`src/design/mcas_pkg.sv`:
```
// Shared constants, cell command type and codes for the min-cost assignment solver.
// No dependencies; the interfaces, mcas_cell and the top level import this package.
package mcas_pkg;

	localparam int MAX_PORTS_DEF = 16;
	localparam int RESULT_CAP    = 16;
	localparam int RC_W          = 4;
	localparam int COST_W        = 40;
	localparam int VAL_W         = 52;
	localparam int CFG_W         = 5;

	localparam logic [CFG_W-1:0]        CFG_RESET  = 5'd16;
	localparam logic [COST_W-1:0]       COST_RESET = 40'd1000000000000;
	localparam logic signed [VAL_W-1:0] SLACK_INF  = 52'sd1000000000000000;

	// item action codes
	localparam logic ACT_WRITE = 1'b0;
	localparam logic ACT_SOLVE = 1'b1;

	typedef enum logic [3:0] {
		CMD_NOP,
		CMD_SOLVE_INIT,
		CMD_ROW_INIT,
		CMD_MARK,
		CMD_SHIFT,
		CMD_SUB_V,
		CMD_SLACK,
		CMD_APPLY,
		CMD_SET_MATCH
	} cell_op_t;

	typedef struct packed {
		cell_op_t                  op;
		logic signed [VAL_W-1:0]   arg;
	} cell_cmd_t;

endpackage

```
`src/design/mcas_cell.sv`:
```
// One column cell of the solver chain: column potential, slack, used flag, match, back link.
// Depends on mcas_pkg; instantiated once per column by the top level.
module mcas_cell #(
	parameter int MAX_PORTS = mcas_pkg::MAX_PORTS_DEF,
	parameter int COL       = 1,
	parameter int IDX_W     = $clog2(MAX_PORTS + 1)
) (
	input  logic                              clk,
	input  logic                              arst_n,
	input  mcas_pkg::cell_cmd_t               cmd,
	input  logic [IDX_W-1:0]                  n,
	input  logic [IDX_W-1:0]                  cur,
	input  logic [IDX_W-1:0]                  set_val,
	input  logic [mcas_pkg::COST_W-1:0]       cost_in,
	output logic [mcas_pkg::COST_W-1:0]       cost_out,
	input  logic                              tok_vld_in,
	input  logic signed [mcas_pkg::VAL_W-1:0] tok_best_in,
	input  logic [IDX_W-1:0]                  tok_idx_in,
	input  logic [IDX_W-1:0]                  tok_match_in,
	output logic                              tok_vld_out,
	output logic signed [mcas_pkg::VAL_W-1:0] tok_best_out,
	output logic [IDX_W-1:0]                  tok_idx_out,
	output logic [IDX_W-1:0]                  tok_match_out,
	output logic [IDX_W-1:0]                  match_o,
	output logic [IDX_W-1:0]                  way_o
);
	import mcas_pkg::*;

	localparam logic [IDX_W-1:0] MY_IDX = IDX_W'(COL);

	logic [COST_W-1:0]       cost_q;
	logic signed [VAL_W-1:0] v_q;
	logic signed [VAL_W-1:0] minv_q;
	logic signed [VAL_W-1:0] t_q;
	logic signed [VAL_W-1:0] slack;
	logic                    used_q;
	logic [IDX_W-1:0]        match_q;
	logic [IDX_W-1:0]        way_q;
	logic                    tok_vld_q;
	logic signed [VAL_W-1:0] tok_best_q;
	logic [IDX_W-1:0]        tok_idx_q;
	logic [IDX_W-1:0]        tok_match_q;
	logic                    active;
	logic                    take;

	assign active = (MY_IDX <= n);
	assign slack  = t_q - cmd.arg;
	// strict less keeps the lower column on ties
	assign take   = active && !used_q && (minv_q < tok_best_in);

	always_ff @(posedge clk or negedge arst_n) begin
		if (!arst_n) begin
			used_q    <= 1'b0;
			tok_vld_q <= 1'b0;
		end else begin
			tok_vld_q <= tok_vld_in;
			case (cmd.op)
				CMD_ROW_INIT: begin
					used_q <= 1'b0;
				end
				CMD_MARK: begin
					if (cur == MY_IDX) begin
						used_q <= 1'b1;
					end
				end
				default: begin
				end
			endcase
		end
	end

	always_ff @(posedge clk) begin
		tok_best_q  <= take ? minv_q : tok_best_in;
		tok_idx_q   <= take ? MY_IDX : tok_idx_in;
		tok_match_q <= take ? match_q : tok_match_in;
		case (cmd.op)
			CMD_SOLVE_INIT: begin
				v_q     <= '0;
				match_q <= '0;
				way_q   <= '0;
			end
			CMD_ROW_INIT: begin
				minv_q <= SLACK_INF;
			end
			CMD_SHIFT: begin
				cost_q <= cost_in;
			end
			CMD_SUB_V: begin
				t_q <= $signed({{(VAL_W - COST_W){1'b0}}, cost_q}) - v_q;
			end
			CMD_SLACK: begin
				if (active && !used_q && (slack < minv_q)) begin
					minv_q <= slack;
					way_q  <= cur;
				end
			end
			CMD_APPLY: begin
				if (used_q) begin
					v_q <= v_q - cmd.arg;
				end else if (active) begin
					minv_q <= minv_q - cmd.arg;
				end
			end
			CMD_SET_MATCH: begin
				if (cur == MY_IDX) begin
					match_q <= set_val;
				end
			end
			default: begin
			end
		endcase
	end

	assign cost_out      = cost_q;
	assign tok_vld_out   = tok_vld_q;
	assign tok_best_out  = tok_best_q;
	assign tok_idx_out   = tok_idx_q;
	assign tok_match_out = tok_match_q;
	assign match_o       = match_q;
	assign way_o         = way_q;
endmodule

```
`config.mk`:
```
export PLATFORM = sky130hd
export DESIGN_NAME = mcas_cell
export DESIGN_NICKNAME = d
export VERILOG_FILES = /design/src/design/mcas_pkg.sv /design/src/design/mcas_cell.sv
export SDC_FILE = /design/constraint.sdc
export NUM_CORES = 1
export LEC_CHECK = 0
export ABC_AREA = 1
export BUFFER_PORTS_ARGS = -buffer_cell sky130_fd_sc_hd__buf_2
export CAP_MARGIN = 20
export CORE_MARGIN = 5
export CORE_UTILIZATION = 56
export CTS_BUF_LIST = sky130_fd_sc_hd__clkbuf_4
export DETAILED_ROUTE_END_ITERATION = 8
export GPL_TIMING_DRIVEN = 0
export PLACE_DENSITY = 0.79
export SETUP_SLACK_MARGIN = 0.15
export SLEW_MARGIN = 20
export SYNTH_ARGS = -nofsm -noshare
export SYNTH_HDL_FRONTEND = slang
export SYNTH_SLANG_ARGS = --single-unit
export TNS_END_PERCENT = 30
```
`constraint.sdc`:
```
create_clock -name clk -period 5.6 [get_ports clk]
set_clock_uncertainty 0.1 [all_clocks]
set_input_delay 1.12 -clock clk [delete_from_list [all_inputs] [get_ports clk]]
set_output_delay 1.12 -clock clk [all_outputs]
set_load 0.02 [all_outputs]
```
==> flow_summary.toml <==
[synth]
postSynthCellCount = 4362
ys_ff_latch = 270
ys_types = 43
synth_nets = 4837
yosys.area.top_type = "edfxtp_1"
yosysWarnings = 0
synth_area_um2 = 27800
ys_seq_area_share_pct = 26.9
synth_top_area_share_pct = 22.3
synth.avg_cell_area_um2 = 6.37
synthTopCellsByArea = "edfxtp_1, nand2_1, ha_1"

[grt]
overflow = 0
grt_pass1_vias = 29300
track_usage_pct = 39.8
grt_pass1_wl_um = 162000
grt_max_degree = 21
antenna_found_initial = 2

[worst_hold_path]
holdPathStages = 1
worstHoldStart = "tok_vld_in"
holdCritPathClass = "input pin to flop"

[floorplanning]
io_pins = 289
dieArea_um2 = 54200
die_w_um = 233
initial_utilization_pct = 56.7
die_h_um = 233
core_area_um2 = 49100
row_count = 81

[setup_path]
r2r-end = "minv_q[30]"
path_buf_inv = 4
cp_common_cell = "nand2_1"
worst_setup_path_end_kind = "flop"
max_stage_delay_ns = 0.47
worstSetupStartpointType = "input pin"
worst_ep_arrival_time_ns = 5.71
rr_worst_depth = 27
path_cells = "buf_2, inv_1, ha_1, nand2_1, nor2_1, nand2_1, nor3_1, nand3_1, nand2_1, nand2_1, and2_1, ha_1, nand2_1, nor2_1, and2_1, nand2_1, nor3_1, nand2_1, nand3_1, nand3_1, a21oi_4, buf_16, buf_16"
slowest_stage = "nor3_1"
required_ns = 6.03
cp.depth = 23
cp_max_fo = 20
worstSetupStartpoint = "cmd[33]"
crit_path_end = "minv_q[30]"
cp_top_family = "simple AND/OR/NAND/NOR gates"
regToRegStartpoint = "t_q[0]"
path_class = "input pin to flop"
r2r_setup_slack_ns = 0.41

[route]
drt_wl_total_um = 111000
dr.first_iter.drc_count = 2600
wl_per_cell_um = 20.3
avgViaCountPerCell = 5.64
antenna_left = 0
drtPass1Iterations = 6
drc = 0
num_vias = 30900

[layout]
design_area_um2 = 31300
fin_cells = 5477
drive_above_1_share_pct = 9.85
syn2layout_area_growth_pct = 12.7
finalNetCount = 5222
final_util_pct = 63.9

[clocking]
numCtsBuffers = 79
cts_root_buf = "clkbuf_4"
htree_levels = 3
clk_path_buf_depth = 3
clkTransAtPathRegs_ns = 0.06
cts_tree = "done"
clock-sinks = 270
insertion_delay_ns = 0.87

[sta]
period_share_pct = 94.3
setup_viol = 0
max_slew_margin_pct = 15.5
tns_ns = 0
worst_slew_pin_slew_ns = 1.27
timing.final.max_slew_violations = 0
hold_violations = 0
clock.fmax_mhz = 189
final.min_clock_period_ns = 5.28
rsz0062_at_grt = "false"

[place]
post-dp-hpwl_um = 94400
dp.cells = 5328
place_congestion = 1.10
place_area_um2 = 30300
port_buffers = 288

[pwr]
combPwrFrac_pct = 32.6
vdd_drop_max_mv = 0.186
p_int_w = 0.00392
power_density_nw_per_um2 = 203
switching_share_pct = 38.4
pwr-share-seq_pct = 37.0
p_switching_w = 0.00245
p_clk_share_pct = 30.4
p_leak_nw = 16.4

[job]
maxCapViolCount = 0

[run_status]
status = "finished, final reports clean"
## logic make-up after synthesis
logic type               synth area share, %
flip-flops                              26.9
XOR/XNOR                                2.55
buffers and inverters                   11.3
adder cells (fa/ha/maj)                 13.6
AO/OA/AOI/OAI                           12.2
AND/OR/NAND/NOR                         33.5
## layer usage
metal / vias to the layer above / routed length (um) / GRT usage (%)
met3: 438 / 10000 / 7.81
met4: 2 / 10600 / 30.7
met2: 1578 / 50000 / 66.0
met5: - / 13 / 0
met1: 13900 / 40500 / 45.1
li1: 15000 / - / -
## registers in the layout, summed over array words and instances (netlist names), 40 cells and up
signal,flops
minv_q,52
cost_out,40
v_q,52
tok_best_out,52
t_q,52
## power groups by stage
| stage | clock network [W] | logic, W | registers, W |
|---|---|---|---|
| 5_1_grt | 0.00206 | 0.00228 | 0.00236 |
| 4_1_cts | 0.00196 | 0.00203 | 0.00235 |
| 2_1_floorplan | 0 | 0.00122 | 0.00251 |
| 3_5_place_dp | 0 | 0.00201 | 0.00240 |
| 6_report | 0.00193 | 0.00208 | 0.00236 |
| 3_3_place_gp | 0 | 0.00197 | 0.00240 |
## cells in the final DEF (no fill, tap or decap), types with 7 or more instances in the layout
master    synthesis  routed
clkbuf_4          0     110
clkbuf_1         17      17
and2_1           22      22
dfxtp_1          62      62
nand3_1         245     244
a21o_1           20      20
clkinv_1          1      25
a21oi_1         343     342
a21boi_0          9       9
buf_2            10     298
a31oi_1           7       7
nand4_1         104     104
nand2_1        1312    1312
buf_4             9      19
inv_1           771     771
o21ai_0         174     173
xor2_1           54      54
nand3b_1         16      16
edfxtp_1        206     206
o21a_1           15      15
o21bai_1         39      39
nor3_1           45      43
inv_2             6       9
ha_1            295     295
nor2_1          501     500
xnor2_1          27      27
or2_2             9       9
## area by class of cell
class	instances	area, um^2
clock inverters	35	171
repair buffers	304	1660
inverters	778	2920
diodes	2	5.00
multi-input cells	3273	17200
plain buffers	41	223
clock buffers	110	826
flip-flops and latches	270	7480
well taps	664	831
fillers	4878	17700
## metrics by stage
step	hold slack [ns]	setup WS, ns	power, W
final	0.295	0.321	0.00636
after global routing	0.258	0.215	0.00671
after CTS	0.265	0.339	0.00633
after detailed placement	0.404	-0.938	0.00441
after global placement	0.399	-2.47	0.00437
after floorplan	0.398	0.0146	0.00373
## worst min path at each step
stage / endpoint
after floorplan: used_q
after global placement: tok_match_out[1]
after detailed placement: tok_match_out[1]
after CTS: tok_vld_out
after global routing: tok_vld_out
final: tok_vld_out
## cell usage after synthesis, drive strengths merged
master     n
o211ai     2
nand4    104
nor4       6
a32o       2
nand3    247
o21ai    184
edfxtp   206
o22ai      2
xnor2     27
nor2     501
nor3      45
or2       11
inv      777
a21oi    343
xor2      54
buf       24
nand2   1313
fa         4
a21o      20
o21a      15
clkinv     1
dfrtp      2
and3       1
ha       295
clkbuf    17
dfxtp     62
o32ai      1
nand3b    16
a31oi      7
a21boi     9
and2      23
o21bai    39
a22oi      2
## timing repair
action                                 CTS  global route
gates cloned                             0             0
setup buffers                            1             0
hold buffers                             1             0
setup endpoints to repair               39            52
endpoints found under the hold margin    2             0
gates resized for setup                  0             2
pin swaps                                1             0
Note: power is estimated with default switching activity, not from simulation.
